**src/sv/asw_pkg.sv**
```systemverilog
// ----------------------------------------------------------------------------
// asw_pkg
// Shared types and constants of the alive supervision watchdog.
// ----------------------------------------------------------------------------
package asw_pkg;

	// Upper bound of supervised entities; expected_counts holds one byte each
	localparam int MAX_ENTITIES = 5;
	localparam int ID_W         = 4;
	localparam int CFG_IDX_W    = 3;
	localparam int CFG_DATA_W   = 8 * MAX_ENTITIES;

	// Configuration register indexes
	localparam logic [CFG_IDX_W-1:0] REG_EXPECTED = 3'd0;
	localparam logic [CFG_IDX_W-1:0] REG_LOWER    = 3'd1;
	localparam logic [CFG_IDX_W-1:0] REG_UPPER    = 3'd2;
	localparam logic [CFG_IDX_W-1:0] REG_LIMIT    = 3'd3;
	localparam logic [CFG_IDX_W-1:0] REG_PERIOD   = 3'd4;
	localparam logic [CFG_IDX_W-1:0] REG_ENABLE   = 3'd5;

	// Request kinds; the fourth code is unused
	typedef enum logic [1:0] {
		K_TICK  = 2'd0,
		K_ALIVE = 2'd1,
		K_QUERY = 2'd2
	} kind_t;

	typedef enum logic [1:0] {
		ST_OK      = 2'd0,
		ST_FAILED  = 2'd1,
		ST_EXPIRED = 2'd2,
		ST_DEACT   = 2'd3
	} status_t;

	// Controller to datapath
	typedef struct packed {
		logic accept;   // request taken this cycle
		logic step;     // check the entity under the walk index
		logic finish;   // recompute global status after the walk
		logic load;     // load the result register
	} cmd_t;

	// Datapath to controller
	typedef struct packed {
		logic cycle_end;    // request is a tick that closes a supervision cycle
		logic last_entity;  // walk index sits on the last entity
	} sts_t;

endpackage

```
**src/sv/asw_ctrl.sv**
```systemverilog
// ----------------------------------------------------------------------------
// asw_ctrl
// Sequencer: accepts requests, walks the entities at a cycle end, owns the
// result valid flag.
// ----------------------------------------------------------------------------
module asw_ctrl (
	input  logic          clk,
	input  logic          arst_n,
	input  logic          in_valid,
	output logic          in_stall,
	output logic          out_valid,
	input  logic          out_stall,
	input  asw_pkg::sts_t sts,
	output asw_pkg::cmd_t cmd
);
	import asw_pkg::*;

	typedef enum logic [1:0] {
		S_IDLE,
		S_CHECK,
		S_FINISH
	} state_t;

	state_t state_q;
	logic   out_valid_q;

	// Hold off while walking or while the result slot stays occupied
	assign in_stall   = (state_q != S_IDLE) || (out_valid_q && out_stall);
	assign out_valid  = out_valid_q;

	assign cmd.accept = in_valid && !in_stall;
	assign cmd.step   = (state_q == S_CHECK);
	assign cmd.finish = (state_q == S_FINISH);
	assign cmd.load   = (cmd.accept && !sts.cycle_end) || cmd.finish;

	always_ff @(posedge clk or negedge arst_n) begin
		if (!arst_n) begin
			state_q     <= S_IDLE;
			out_valid_q <= 1'b0;
		end else begin
			unique case (state_q)
				S_IDLE: begin
					if (cmd.accept && sts.cycle_end) begin
						state_q <= S_CHECK;
					end
				end
				S_CHECK: begin
					if (sts.last_entity) begin
						state_q <= S_FINISH;
					end
				end
				S_FINISH: begin
					state_q <= S_IDLE;
				end
				default: begin
					state_q <= S_IDLE;
				end
			endcase
			out_valid_q <= cmd.load || (out_valid_q && out_stall);
		end
	end

endmodule

```
**src/sv/asw_datapath.sv**
```systemverilog
// ----------------------------------------------------------------------------
// asw_datapath
// Configuration, per-entity counters and status, cycle check unit and the
// result register.
// ----------------------------------------------------------------------------
module asw_datapath #(
	parameter int ENTITIES = 5
) (
	input  logic                           clk,
	input  logic                           arst_n,
	input  logic                           cfg_write_en,
	input  logic [asw_pkg::CFG_IDX_W-1:0]  cfg_index,
	input  logic [asw_pkg::CFG_DATA_W-1:0] cfg_wdata,
	input  logic [1:0]                     kind,
	input  logic [asw_pkg::ID_W-1:0]       entity_id,
	input  asw_pkg::cmd_t                  cmd,
	output asw_pkg::sts_t                  sts,
	output logic                           accepted,
	output logic [1:0]                     local_status,
	output logic [1:0]                     global_status,
	output logic                           expired_flag
);
	import asw_pkg::*;

	localparam int              IDX_W    = (ENTITIES > 1) ? $clog2(ENTITIES) : 1;
	localparam logic [IDX_W-1:0] LAST_IDX = IDX_W'(ENTITIES - 1);
	localparam logic [ID_W-1:0]  MAX_ID   = ID_W'(ENTITIES);

	// Configuration
	logic [MAX_ENTITIES-1:0][7:0] exp_q;
	logic [7:0]                   lower_q;
	logic [7:0]                   upper_q;
	logic [7:0]                   limit_q;
	logic [15:0]                  period_q;
	logic                         en_q;

	// Supervision state
	logic [15:0] cnt_q  [ENTITIES];
	logic [7:0]  fcyc_q [ENTITIES];
	status_t     stat_q [ENTITIES];
	logic [15:0] tick_q;
	status_t     overall_q;
	logic        sticky_q;
	logic [IDX_W-1:0] idx_q;

	logic             id_ok;
	logic [IDX_W-1:0] rd_idx;
	logic [15:0]      cur_cnt;
	logic [7:0]       cur_fc;
	status_t          cur_stat;
	logic [7:0]       expect_b;
	logic [15:0]      tick_nxt;
	logic             tick_en;
	logic             fail;
	logic [7:0]       fc_inc;
	logic             any_exp;
	logic             any_fail;
	status_t          g_next;
	logic             acc_d;
	status_t          loc_d;
	status_t          glob_d;
	logic             flag_d;

	assign id_ok    = (entity_id != '0) && (entity_id <= MAX_ID);
	assign rd_idx   = cmd.step ? idx_q : IDX_W'(entity_id - ID_W'(1));
	assign cur_cnt  = cnt_q[rd_idx];
	assign cur_fc   = fcyc_q[rd_idx];
	assign cur_stat = stat_q[rd_idx];
	assign expect_b = exp_q[rd_idx];

	assign tick_nxt = tick_q + 16'd1;
	assign tick_en  = (kind == K_TICK) && en_q;

	assign sts.cycle_end   = tick_en && (tick_nxt >= period_q);
	assign sts.last_entity = (idx_q == LAST_IDX);

	// Count outside [expected - lower, expected + upper]
	assign fail = (({1'b0, cur_cnt} + {9'd0, lower_q}) < {9'd0, expect_b}) ||
	              ({1'b0, cur_cnt} > ({9'd0, expect_b} + {9'd0, upper_q}));
	assign fc_inc = (cur_fc == 8'hFF) ? cur_fc : cur_fc + 8'd1;

	always_comb begin
		any_exp  = 1'b0;
		any_fail = 1'b0;
		for (int i = 0; i < ENTITIES; i++) begin
			any_exp  = any_exp  || (stat_q[i] == ST_EXPIRED);
			any_fail = any_fail || (stat_q[i] == ST_FAILED);
		end
		if (any_exp) begin
			g_next = ST_EXPIRED;
		end else if (any_fail) begin
			g_next = ST_FAILED;
		end else begin
			g_next = ST_OK;
		end
	end

	always_comb begin
		acc_d  = 1'b0;
		loc_d  = ST_OK;
		glob_d = overall_q;
		flag_d = sticky_q;
		if (cmd.finish || tick_en) begin
			glob_d = g_next;
			flag_d = sticky_q || any_exp;
		end
		if (cmd.finish) begin
			acc_d = 1'b1;
		end else begin
			unique case (kind)
				K_TICK: begin
					acc_d = 1'b1;
				end
				K_ALIVE, K_QUERY: begin
					if (id_ok) begin
						acc_d = 1'b1;
						loc_d = cur_stat;
					end
				end
				default: begin
				end
			endcase
		end
	end

	always_ff @(posedge clk or negedge arst_n) begin
		if (!arst_n) begin
			exp_q     <= {MAX_ENTITIES{8'd10}};
			lower_q   <= 8'd1;
			upper_q   <= 8'd1;
			limit_q   <= 8'd3;
			period_q  <= 16'd10;
			en_q      <= 1'b1;
			tick_q    <= '0;
			overall_q <= ST_OK;
			sticky_q  <= 1'b0;
			idx_q     <= '0;
			for (int i = 0; i < ENTITIES; i++) begin
				cnt_q[i]  <= '0;
				fcyc_q[i] <= '0;
				stat_q[i] <= ST_OK;
			end
		end else begin
			if (cfg_write_en) begin
				unique case (cfg_index)
					REG_EXPECTED: exp_q    <= cfg_wdata;
					REG_LOWER:    lower_q  <= cfg_wdata[7:0];
					REG_UPPER:    upper_q  <= cfg_wdata[7:0];
					REG_LIMIT:    limit_q  <= cfg_wdata[7:0];
					REG_PERIOD:   period_q <= cfg_wdata[15:0];
					REG_ENABLE: begin
						en_q <= cfg_wdata[0];
						if (!cfg_wdata[0]) begin
							overall_q <= ST_DEACT;
						end
					end
					default: begin
					end
				endcase
			end
			if (cmd.accept) begin
				idx_q <= '0;
				if (tick_en) begin
					tick_q    <= sts.cycle_end ? 16'd0 : tick_nxt;
					overall_q <= g_next;
					sticky_q  <= sticky_q || any_exp;
				end
				if ((kind == K_ALIVE) && id_ok && (cur_cnt != 16'hFFFF)) begin
					cnt_q[rd_idx] <= cur_cnt + 16'd1;
				end
			end
			if (cmd.step) begin
				idx_q         <= idx_q + IDX_W'(1);
				cnt_q[rd_idx] <= '0;
				if (fail) begin
					fcyc_q[rd_idx] <= fc_inc;
					stat_q[rd_idx] <= (fc_inc >= limit_q) ? ST_EXPIRED : ST_FAILED;
				end else begin
					fcyc_q[rd_idx] <= '0;
					stat_q[rd_idx] <= ST_OK;
				end
			end
			if (cmd.finish) begin
				overall_q <= g_next;
				sticky_q  <= sticky_q || any_exp;
			end
		end
	end

	// Result register
	always_ff @(posedge clk) begin
		if (cmd.load) begin
			accepted      <= acc_d;
			local_status  <= loc_d;
			global_status <= glob_d;
			expired_flag  <= flag_d;
		end
	end

endmodule

```
**src/sv/alive_supervision_watchdog_unit.sv**
```systemverilog
// ----------------------------------------------------------------------------
// alive_supervision_watchdog_unit
// Alive supervision of up to five entities with a periodic check.
// ----------------------------------------------------------------------------
//
//  channel  handshake              payload
//  -------  ---------------------  ------------------------------------------
//  in       in_valid / in_stall    kind, entity_id
//  out      out_valid / out_stall  accepted, local_status, global_status,
//                                  expired_flag
//  cfg      cfg_write_en           cfg_index, cfg_wdata (no read-back)
//
//  Indications, queries, disabled ticks and ticks inside a cycle load the
//  result register at the edge the request is taken.
//  A tick that closes a supervision cycle loads no result itself: the
//  shared check unit walks one entity per cycle, then global status is
//  recomputed from the registered entity states and the result loads.
//  Reset loads the register defaults and clears all counters and states in
//  flip-flops at once; no clearing pass.
//  A stalled result holds; a new request is taken once the slot drains.
//
module alive_supervision_watchdog_unit #(
	parameter int ENTITIES = 5
) (
	input  logic                           clk,
	input  logic                           arst_n,
	input  logic                           cfg_write_en,
	input  logic [asw_pkg::CFG_IDX_W-1:0]  cfg_index,
	input  logic [asw_pkg::CFG_DATA_W-1:0] cfg_wdata,
	input  logic                           in_valid,
	output logic                           in_stall,
	input  logic [1:0]                     kind,
	input  logic [asw_pkg::ID_W-1:0]       entity_id,
	output logic                           out_valid,
	input  logic                           out_stall,
	output logic                           accepted,
	output logic [1:0]                     local_status,
	output logic [1:0]                     global_status,
	output logic                           expired_flag
);
	import asw_pkg::*;

	cmd_t cmd;
	sts_t sts;

	// Sequencer: accept, walk, finish
	asw_ctrl u_ctrl (
		.clk       (clk),
		.arst_n    (arst_n),
		.in_valid  (in_valid),
		.in_stall  (in_stall),
		.out_valid (out_valid),
		.out_stall (out_stall),
		.sts       (sts),
		.cmd       (cmd)
	);

	// Counters, check unit and result register
	asw_datapath #(
		.ENTITIES (ENTITIES)
	) u_datapath (
		.clk           (clk),
		.arst_n        (arst_n),
		.cfg_write_en  (cfg_write_en),
		.cfg_index     (cfg_index),
		.cfg_wdata     (cfg_wdata),
		.kind          (kind),
		.entity_id     (entity_id),
		.cmd           (cmd),
		.sts           (sts),
		.accepted      (accepted),
		.local_status  (local_status),
		.global_status (global_status),
		.expired_flag  (expired_flag)
	);

	// A cycle-closing tick must block the next request while the walk runs
	a_walk_blocks: assert property (@(posedge clk) disable iff (!arst_n)
		cmd.accept && sts.cycle_end |=> in_stall)
		else $error("request taken during entity walk");

	// Expired global status always comes with the sticky flag
	a_expired_flag: assert property (@(posedge clk) disable iff (!arst_n)
		out_valid && (global_status == ST_EXPIRED) |-> expired_flag)
		else $error("expired status without sticky flag");

	// A local status other than ok only on an accepted request
	a_local_accept: assert property (@(posedge clk) disable iff (!arst_n)
		out_valid && (local_status != ST_OK) |-> accepted)
		else $error("local status on rejected request");

	// No result is loaded without a request or a finished walk
	a_load_source: assert property (@(posedge clk) disable iff (!arst_n)
		cmd.load |-> cmd.accept || cmd.finish)
		else $error("result loaded without a source");

endmodule

```
**config.mk**
```make
export PLATFORM = sky130hd
export DESIGN_NAME = alive_supervision_watchdog_unit
export DESIGN_NICKNAME = d
export VERILOG_FILES = /design/src/sv/asw_pkg.sv /design/src/sv/asw_ctrl.sv /design/src/sv/asw_datapath.sv /design/src/sv/alive_supervision_watchdog_unit.sv
export SDC_FILE = /design/constraint.sdc
export NUM_CORES = 1
export LEC_CHECK = 0
export ABC_CLOCK_PERIOD_IN_PS = 6460
export BUFFER_PORTS_ARGS = -buffer_cell sky130_fd_sc_hd__buf_2
export CAP_MARGIN = 25
export CORE_MARGIN = 1.5
export CORE_UTILIZATION = 60
export CTS_BUF_LIST = sky130_fd_sc_hd__clkbuf_8
export CTS_CLUSTER_DIAMETER = 100
export CTS_CLUSTER_SIZE = 30
export DETAILED_ROUTE_END_ITERATION = 10
export HOLD_SLACK_MARGIN = 0.03
export PLACE_DENSITY = 0.78
export SETUP_SLACK_MARGIN = 0.05
export SYNTH_ARGS = -nofsm -noshare
export SYNTH_HDL_FRONTEND = slang
export SYNTH_SLANG_ARGS = --single-unit
```
**constraint.sdc**
```tcl
create_clock -name clk -period 6.46 [get_ports clk]
set_input_delay 1.615 -clock clk [delete_from_list [all_inputs] [get_ports clk]]
set_output_delay 1.615 -clock clk [all_outputs]
set_load 0.01 [all_outputs]
```
== After elaboration in Yosys (flattened, before gate mapping) ==
Index checks and enable logic that the tools add are counted.
Operators by class
  add/subtract/negate cells: 7
  magnitude comparators: 8
  equality and inequality tests: 24
  mux-type cells: 49
  bitwise operators: 9
  reductions and logical operators: 45
Operators with widths (count)
  $mux 80: 3
  $and 80x80->80: 1
  $bwmux 80: 1
  $not 80->80: 1
  $mux 16: 4
  $bmux 16 s3: 1
  $bmux 8 s3: 2
  $demux 16 s3: 1
  $and 40x40->40: 1
  $bwmux 40: 1
  $mux 40: 1
  $mux 8: 5
  $not 40->40: 1
  $add 16x1->16 const B: 2
  $mux 2: 14
  $demux 8 s3: 1
  $reduce_and 2->1: 9
  $add 16x8->17: 1
  $gt 16x17->1: 1
  $lt 17x8->1: 1
  $ge 16x16->1: 1
  $ne 16x16->1 const B: 1
  $eq 2x1->1 const B: 7
  $eq 2x2->1 const B: 7
  36 further kinds: 74
Word-level totals
  flip-flop bits (word level): 242
  input port bits: 54

== Logic depth before layout (Yosys ltp) ==
Gate-level depths: netlist of the first run.
  word-level depth: 12
  mapped depth: 29
  depth with buffers taken out: 24

== By module ==
Synthesis of the first run repeated with hierarchy kept, for this count alone.
Second synthesis, totals
  cell total of the unflattened synthesis: 1367
  area, all modules: 13427.9 um2
Modules (own cells, without submodules)
  asw_datapath: times used 1, cells an instance 1351, area an instance 13267.7 um2, sequential area each 6032.0 um2
  asw_ctrl: times used 1, cells an instance 16, area an instance 160.2 um2, sequential area each 75.1 um2

== Worst setup path after synthesis of the first run ==
OpenSTA, ideal clock, no wires.
  kind: input -> register
  from: in entity_id[0] in the netlist's numbering
  to: reg u_datapath.stat_q[1] in the netlist's numbering
  library setup time: 100 ps
  arrival: 6704 ps
  setup slack: -343 ps
  stages: 22
  path buffers: 3
  cells stage by stage: inv_1 clkbuf_1 ha_1 xnor2_1 a21oi_1 buf_2 clkbuf_1 nor3_1 a211oi_1 ha_1 inv_1 fa_1 nor2b_1 o31a_1 o2111ai_1 a21o_1 or4_1 a2111oi_0 o2bb2ai_1 nor4_4 nor3_2 a311oi_1
On the way
  longest elaborated chain between the ends: 12
  elaborated cells on any way between the ends: 30
  classes of those cells: 4 x add/sub; 5 x order compare; 1 x eq/ne; 15 x mux; 3 x bitwise; 2 x reduce/logical
RTL lines
  start, declared: RTL line alive_supervision_watchdog_unit.sv:33  | input logic [asw_pkg::ID_W-1:0] entity_id,
  $sub 3x1->3 *: RTL line asw_datapath.sv:65  | assign rd_idx = cmd.step ? idx_q : IDX_W'(entity_id - ID_W'(1));
  $mux 3 *: RTL line asw_datapath.sv:65
  branches (longest 9 deep; another with $add 16x8->17)
  $mux 10 *: RTL line asw_datapath.sv:175  | if (fail) begin
  end signal, assigned by index: RTL line asw_datapath.sv:177  | stat_q[rd_idx] <= (fc_inc >= limit_q) ? ST_EXPIRED : ST_FAILED;
  end, declared: RTL line asw_datapath.sv:40  | status_t stat_q [ENTITIES];
Mark *: on every way between the ends. The select of a mux whose other input is x is not followed.
A chain may end at the register's enable or synchronous reset.

== Final worst setup path of the first run ==
  from: in entity_id[0] in the netlist's numbering
  to: reg u_datapath.fcyc_q[2] in the netlist's numbering
On the way
  longest elaborated chain between the ends: 10
  elaborated cells on any way between the ends: 28
  classes of those cells: 4 x add/sub; 4 x order compare; 1 x eq/ne; 14 x mux; 3 x bitwise; 2 x reduce/logical
RTL lines
  $sub 3x1->3 *: RTL line asw_datapath.sv:65
  $mux 3 *: RTL line asw_datapath.sv:65
  $not 3->4 (not written as such)
  $bmux 16 s3, or another cell as far along: RTL line asw_datapath.sv:66  | assign cur_cnt = cnt_q[rd_idx];
  $mux 16 (not written as such), or another cell as far along (2 in series): RTL line asw_datapath.sv:66
  $add 16x8->17, or another cell as far along: RTL line asw_datapath.sv:78  | assign fail = (({1'b0, cur_cnt} + {9'd0, lower_q}) < {9'd0, expect_b}) ||
  $lt 17x8->1, or another cell as far along: RTL line asw_datapath.sv:78
  $logic_or 1x1->1, or another cell as far along: RTL line asw_datapath.sv:78
  $mux 40 *: RTL line asw_datapath.sv:175
  end signal, assigned by index: RTL line asw_datapath.sv:176  | fcyc_q[rd_idx] <= fc_inc;
  end, declared: RTL line asw_datapath.sv:39  | logic [7:0] fcyc_q [ENTITIES];
Every way passes the cells marked *; elsewhere a longest branch is shown, timed or not. The select of a mux whose other input is x is not followed.

==> flow_metrics.py, run 1 <==
metrics = {
    "run_status": {
        "run_status": "completed",
    },
    "worst_setup_path": {
        "crit_arrival_ns": 6.53,
        "crit_path_max_fanout": 8,
        "critPathLaunchType": "input pin",
        "r2r_setup_slack_ns": 0.75,
        "required_ns": 6.96,
        "reg2reg_depth": 20,
        "path_class": "input pin to flip-flop",
        "worstReg2RegStart": "u_datapath.idx_q[2]",
        "end_kind": "flip-flop",
        "reg2reg_to": "u_datapath.fcyc_q[2]",
    },
    "finish": {
        "seq_area_mm2": 0.00611,
        "fillers": 1771,
        "drive_gt1_frac": 0.193,
        "final_nets": 1681,
        "diodes": 0,
        "multi_input_area_mm2": 0.00721,
        "syn_to_final_growth_pct": 10.5,
        "fin_area_mm2": 0.0153,
    },
    "clocking": {
        "cts-root-buf": "clkbuf_8",
        "clkLatencyLatePin_ns": 0.58,
        "numCtsBuffers": 12,
        "clk_pin_slew_ns": 0.18,
        "post_cts_resized": 0,
        "cts_tree": "built",
        "postCtsSetupBuffers": 0,
        "h-tree-depth": 1,
        "clock_tree.buffer_depth": 3,
        "holdBufCountCts": 0,
        "clock_sinks": 242,
    },
    "power": {
        "p_per_area_mw_per_mm2": 238,
        "cellLeakagePower_nw": 7.16,
        "peakVddDrop_mv": 0.253,
    },
    "timing": {
        "tightest_slew_ns": 1.06,
        "finalSetupViolations": 0,
        "hold_slack_ns": 0.483,
        "maxSlewViolCount": 0,
        "fmax_mhz": 166,
        "finalCritPeriodShare": 0.934,
        "finalSetupTns_ns": 0,
        "setup_ws_ns": 0.426,
        "period_needed_ns": 6.03,
        "rsz0062_at_grt": "false",
        "finClkSkew_ns": 0.0736,
        "slew_headroom": 0.291,
        "finalHoldViolCount": 0,
    },
    "min_path": {
        "worstHoldEndpoint": "u_datapath.sticky_q",
        "min_from": "u_datapath.sticky_q",
        "hold_path_class": "flip-flop to flip-flop",
        "hold_depth": 1,
    },
    "drt": {
        "drtIter0Drc": 1353,
        "vias": 11900,
        "wl_per_cell_um": 20.7,
        "wl_um": 38300,
        "viasPerCell": 6.42,
        "drc": 0,
        "drt_pass1_iterations": 8,
        "ant_nets": 0,
    },
    "placed_design": {
        "pre_cts_ws_ns": -0.0837,
        "placed_cell_area_mm2": 0.0150,
        "hpwlAfterDp_um": 27900,
        "gp_congestion": 1.03,
        "io_buffers": 61,
    },
    "logic_synthesis": {
        "syn_avg_cell_area_um2": 9.44,
        "yosys_warnings": 0,
        "syn_inst": 1462,
        "synth_top_area_cell": "dfrtp_1",
        "async_reset_ff_frac": 0.975,
        "synth_cell_types": 78,
        "synth_area_leaders": "dfrtp_1, mux2_2, ha_1",
        "netlist_area_mm2": 0.0138,
        "synthFlopType": "dfrtp_1",
        "synth_edf_count": 6,
        "seq_area_frac_synth": 0.442,
        "ys_ff_latch": 242,
        "syn-num-nets": 1586,
        "synth_top_area_share": 0.397,
    },
    "floorplan": {
        "die_w_um": 155,
        "ios": 62,
        "start_util": 0.610,
        "core_mm2": 0.0226,
        "fp-row-count": 55,
        "die_y_um": 155,
        "dieArea_mm2": 0.0239,
    },
    "global_route": {
        "gr-total-overflow": 0,
        "grt_max_degree": 133,
        "grt_pass1_wl_um": 61700,
        "grt_pass1_vias": 11600,
        "antenna_found_initial": 2,
        "track_usage": 0.327,
    },
    "job": {
        "max_cap_viol_count": 0,
    },
}
per-stage QoR:
step	util	instances	total power, mW
after global placement	0.662	1826	2.89
after floorplan	-	1462	2.56
after CTS	0.674	1848	3.62
final	0.674	1848	3.63
after detailed placement	0.663	1828	2.94
after global routing	0.674	1848	3.82
where the power goes:
group | switching [mW] | total, mW | internal (mW)
combinational | 0.575 | 1.06 | 0.490
clock | 0.498 | 0.699 | 0.201
sequential | 0.129 | 1.87 | 1.74
total | 1.20 | 3.63 | 2.43
worst max-delay path, stage by stage:
cell	delay [ns]
buf_2	0.10
inv_1	0.11
ha_4	0.20
xor2_2	0.19
nor4_2	0.10
or2_0	0.30
buf_4	0.19
a221oi_2	0.44
inv_1	0.12
fa_1	0.43
nor2b_1	0.15
o31a_1	0.20
o2111ai_1	0.18
a21o_1	0.22
or4_1	0.39
a2111oi_0	0.53
o2bb2ai_1	0.19
nor4_4	0.23
buf_4	0.20
nor3_2	0.12
buf_4	0.19
nor2_1	0.11
logic make-up (layout without fill, tap and decap cells):
family                     count (synthesis)  in the layout  share of synthesized area
AOI/OAI and AO/OA                        381            381                      0.178
DFF                                      242            242                      0.442
muxes                                    104            104                     0.0825
buffers and inverters                    147            248                     0.0415
and+or+nand+nor                          476            476                      0.165
xor gates and xnor gates                  42             42                     0.0266
adders and majority gates                 70             70                     0.0645
cells in the final DEF, fill, tap and decap left out, types with 26 or more instances in the layout:
cell | synthesis | routed
a21o_1 | 27 | 27
a21oi_1 | 81 | 80
mux2_2 | 78 | 78
ha_1 | 68 | 67
mux2i_1 | 26 | 26
nand3_1 | 91 | 91
o21ai_0 | 125 | 125
nor2_1 | 61 | 61
dfrtp_1 | 219 | 219
buf_4 | 1 | 93
buf_2 | 14 | 60
nand2_1 | 199 | 199
inv_1 | 70 | 75
layer usage:
metal,vias up,GRT usage,share of wire
li1,5411,-,-
met1,5772,0.455,0.42
met2,574,0.524,0.46
met3,111,0.0664,0.092
met4,0,0.0929,0.033
met5,-,0,0
layout make-up:
cell class | count | share of cell area
clock inverters | 7 | 0.00377
repair buffers | 158 | 0.0710
inverters | 70 | 0.0172
well taps | 285 | 0.0234
multi-input cells | 1073 | 0.472
flip-flops and latches | 242 | 0.400
clock buffers | 13 | 0.0117
cells in the mapped netlist (4+ instances only):
master,number
a21oi_1,81
o31ai_1,11
a21o_1,27
nand2_1,199
and3_1,22
a31oi_1,8
inv_1,70
a222oi_1,9
nor3b_1,4
xnor2_1,26
nand3_1,91
o221ai_1,5
o21a_1,8
buf_1,7
xor2_1,16
nor2b_1,22
dfstp_2,17
ha_1,68
nand4_1,9
dfrtp_1,219
o22ai_1,6
nor3_1,23
o211a_1,9
o22a_1,7
mux2_2,78
a22oi_1,9
nor4_1,4
nor2_1,61
o2bb2ai_1,4
nor3_2,5
nand2b_1,11
a211oi_1,19
edfxtp_1,6
clkbuf_1,55
o211ai_1,9
buf_2,14
mux2i_1,26
a22o_1,11
o21ai_0,125
worst max-delay path by stage:
stage / start / depth (start not counted) / end / slack, ns
global placement: entity_id[0] / 26 / u_datapath.stat_q[9] / 0.07
global route: entity_id[0] / 21 / u_datapath.stat_q[3] / 0.09
floorplan: entity_id[0] / 26 / u_datapath.stat_q[0] / 0.09
CTS: entity_id[0] / 24 / u_datapath.stat_q[8] / 0.49
detailed placement: entity_id[0] / 24 / u_datapath.stat_q[8] / -0.08
finish: entity_id[0] / 22 / u_datapath.fcyc_q[2] / 0.43
No activity file was read; power rests on OpenSTA's default activity.
==> run 2, diff against run 1 <==
Settings changed: BUFFER_PORTS_ARGS -buffer_cell sky130_fd_sc_hd__buf_2 to unset, DONT_BUFFER_PORTS set to 1, PLACE_DENSITY 0.78 to 0.76.
==> flow_metrics.py, run 2 (synthesis gave the netlist of run 1 again) <==
metrics = {
    "timing": {
        "fmax_mhz": 169,
        "slew_headroom": 0.297,
        "period_needed_ns": 5.91,
        "rsz0062_at_grt": "false",
        "finalSetupTns_ns": 0,
        "hold_slack_ns": 0.482,
        "setup_ws_ns": 0.548,
        "finClkSkew_ns": 0.0504,
        "finalHoldViolCount": 0,
        "finalSetupViolations": 0,
        "finalCritPeriodShare": 0.915,
        "maxSlewViolCount": 0,
        "tightest_slew_ns": 1.04,
    },
    "run_status": {
        "run_status": "completed",
    },
    "global_route": {
        "gr-total-overflow": 0,
        "grt_util_met2": 0.511,
        "grt_pass1_wl_um": 60900,
        "grtUsageMet3": 0.0661,
        "antenna_found_initial": 0,
        "grt-busiest-layer": "met2",
        "grt_use_met1": 0.453,
        "track_usage": 0.326,
        "grt_pass1_vias": 11200,
        "grt_max_degree": 237,
    },
    "drt": {
        "drtIter0Drc": 1274,
        "vias": 11300,
        "drt_pass1_iterations": 8,
        "wl_um": 37900,
        "viasPerCell": 6.45,
        "wl_per_cell_um": 21.6,
        "drc": 0,
        "ant_nets": 0,
    },
    "clocking": {
        "clock_tree.buffer_depth": 3,
        "post_cts_resized": 0,
        "numCtsBuffers": 12,
        "cts_tree": "built",
        "postCtsSetupBuffers": 0,
        "clkLatencyLatePin_ns": 0.58,
        "cts-root-buf": "clkbuf_8",
        "clock_sinks": 242,
        "holdBufCountCts": 0,
        "clk_pin_slew_ns": 0.18,
        "h-tree-depth": 1,
    },
    "worst_setup_path": {
        "worstReg2RegStart": "u_ctrl.state_q[1]",
        "required_ns": 6.94,
        "r2r_setup_slack_ns": 0.55,
        "reg2reg_to": "u_datapath.stat_q[8]",
        "crit_arrival_ns": 6.39,
        "crit_path_max_fanout": 10,
        "path_class": "input pin to flip-flop",
        "reg2reg_depth": 20,
        "end_kind": "flip-flop",
        "crit_path_start": "entity_id[1]",
        "critPathLaunchType": "input pin",
    },
    "job": {
        "max_cap_viol_count": 0,
    },
    "finish": {
        "layout_common_cells": "dfrtp_1, nand2_1, o21ai_0, nand3_1, a21oi_1",
        "drive_gt1_frac": 0.146,
        "final_nets": 1592,
        "syn_to_final_growth_pct": 7.08,
        "finalCoreUtilization": 0.653,
        "final_common_cell": "dfrtp_1",
        "diodes": 0,
    },
    "floorplan": {
        "die_w_um": 155,
        "core_mm2": 0.0226,
        "ios": 62,
        "die_y_um": 155,
        "fp-row-count": 55,
        "dieArea_mm2": 0.0239,
        "start_util": 0.610,
    },
    "power": {
        "peakVddDrop_mv": 0.267,
        "p_per_area_mw_per_mm2": 244,
        "cellLeakagePower_nw": 6.79,
    },
    "min_path": {
        "min_from": "u_datapath.sticky_q",
        "worstHoldEndpoint": "u_datapath.sticky_q",
        "hold_depth": 1,
        "hold_path_class": "flip-flop to flip-flop",
    },
    "placed_design": {
        "io_buffers": 0,
        "gp_congestion": 0.933,
        "hpwlAfterDp_um": 27600,
        "pre_cts_ws_ns": 0.0187,
    },
}
==> run 2: changes by cell type in the layout (fill, tap and decap cells not counted) <==
cell	before	now
bufinv_16	0	2
buf_4	93	65
clkinv_16	1	0
clkinv_8	0	1
inv_1	75	71
buf_16	0	1
buf_8	3	1
buf_2	60	0
clkbuf_8	13	14
==> run 2: layout make-up <==
cell class                      instances  area, µm²
Clock buffer                           14        193
Clock inverter                          5       88.8
Fill cell                            1849       7860
Inverter                               70        263
Multi-Input combinational cell       1073       7210
Sequential cell                       242       6110
Tap cell                              285        357
Timing Repair Buffer                   69        571
==> run 2: worst max-delay path by stage <==
stage	slack (ns)	endpoint	cells past startpoint
after floorplan	0.09	u_datapath.stat_q[0]	26
final	0.55	u_datapath.stat_q[8]	23
after global routing	0.08	u_datapath.stat_q[6]	20
after global placement	0.14	u_datapath.stat_q[1]	22
after CTS	0.62	u_datapath.stat_q[8]	22
after detailed placement	0.02	u_datapath.stat_q[8]	22
==> run 2: report_power, final <==
part | switching, mW | leakage, nW | internal [mW]
Combinational | 0.515 | 3.61 | 0.448
Clock | 0.491 | 0.146 | 0.288
Sequential | 0.131 | 3.04 | 1.74
Total | 1.14 | 6.79 | 2.47
==> run 2: layer usage <==
metal  part of all wire  vias to the layer above
met1               0.42                     5492
met4              0.033                        0
met2               0.45                      526
met3              0.094                       91
met5                  0                        -
li1                   -                     5232
==> run 2: metrics by stage <==
stage               area, µm²  total power [mW]  instances
floorplan               13900              2.56       1462
global placement        14500              2.80       1737
detailed placement      14500              2.84       1739
CTS                     14800              3.61       1758
global route            14800              3.80       1758
finish                  14800              3.61       1758
==> run 2: critical path, stage by stage <==
cell	delay (ns)
inv_1	0.07
ha_4	0.33
buf_4	0.15
a21o_1	0.49
and3_1	0.28
nor3_1	0.10
inv_1	0.08
ha_1	0.20
nand3_1	0.10
or4b_2	0.78
xnor2_1	0.24
inv_1	0.08
ha_1	0.26
nand2b_1	0.14
a21o_1	0.17
a21o_1	0.16
a21o_1	0.17
a21oi_1	0.13
nor2b_1	0.06
o21ai_0	0.23
o2bb2ai_2	0.29
nand2_1	0.10
a21oi_1	0.16
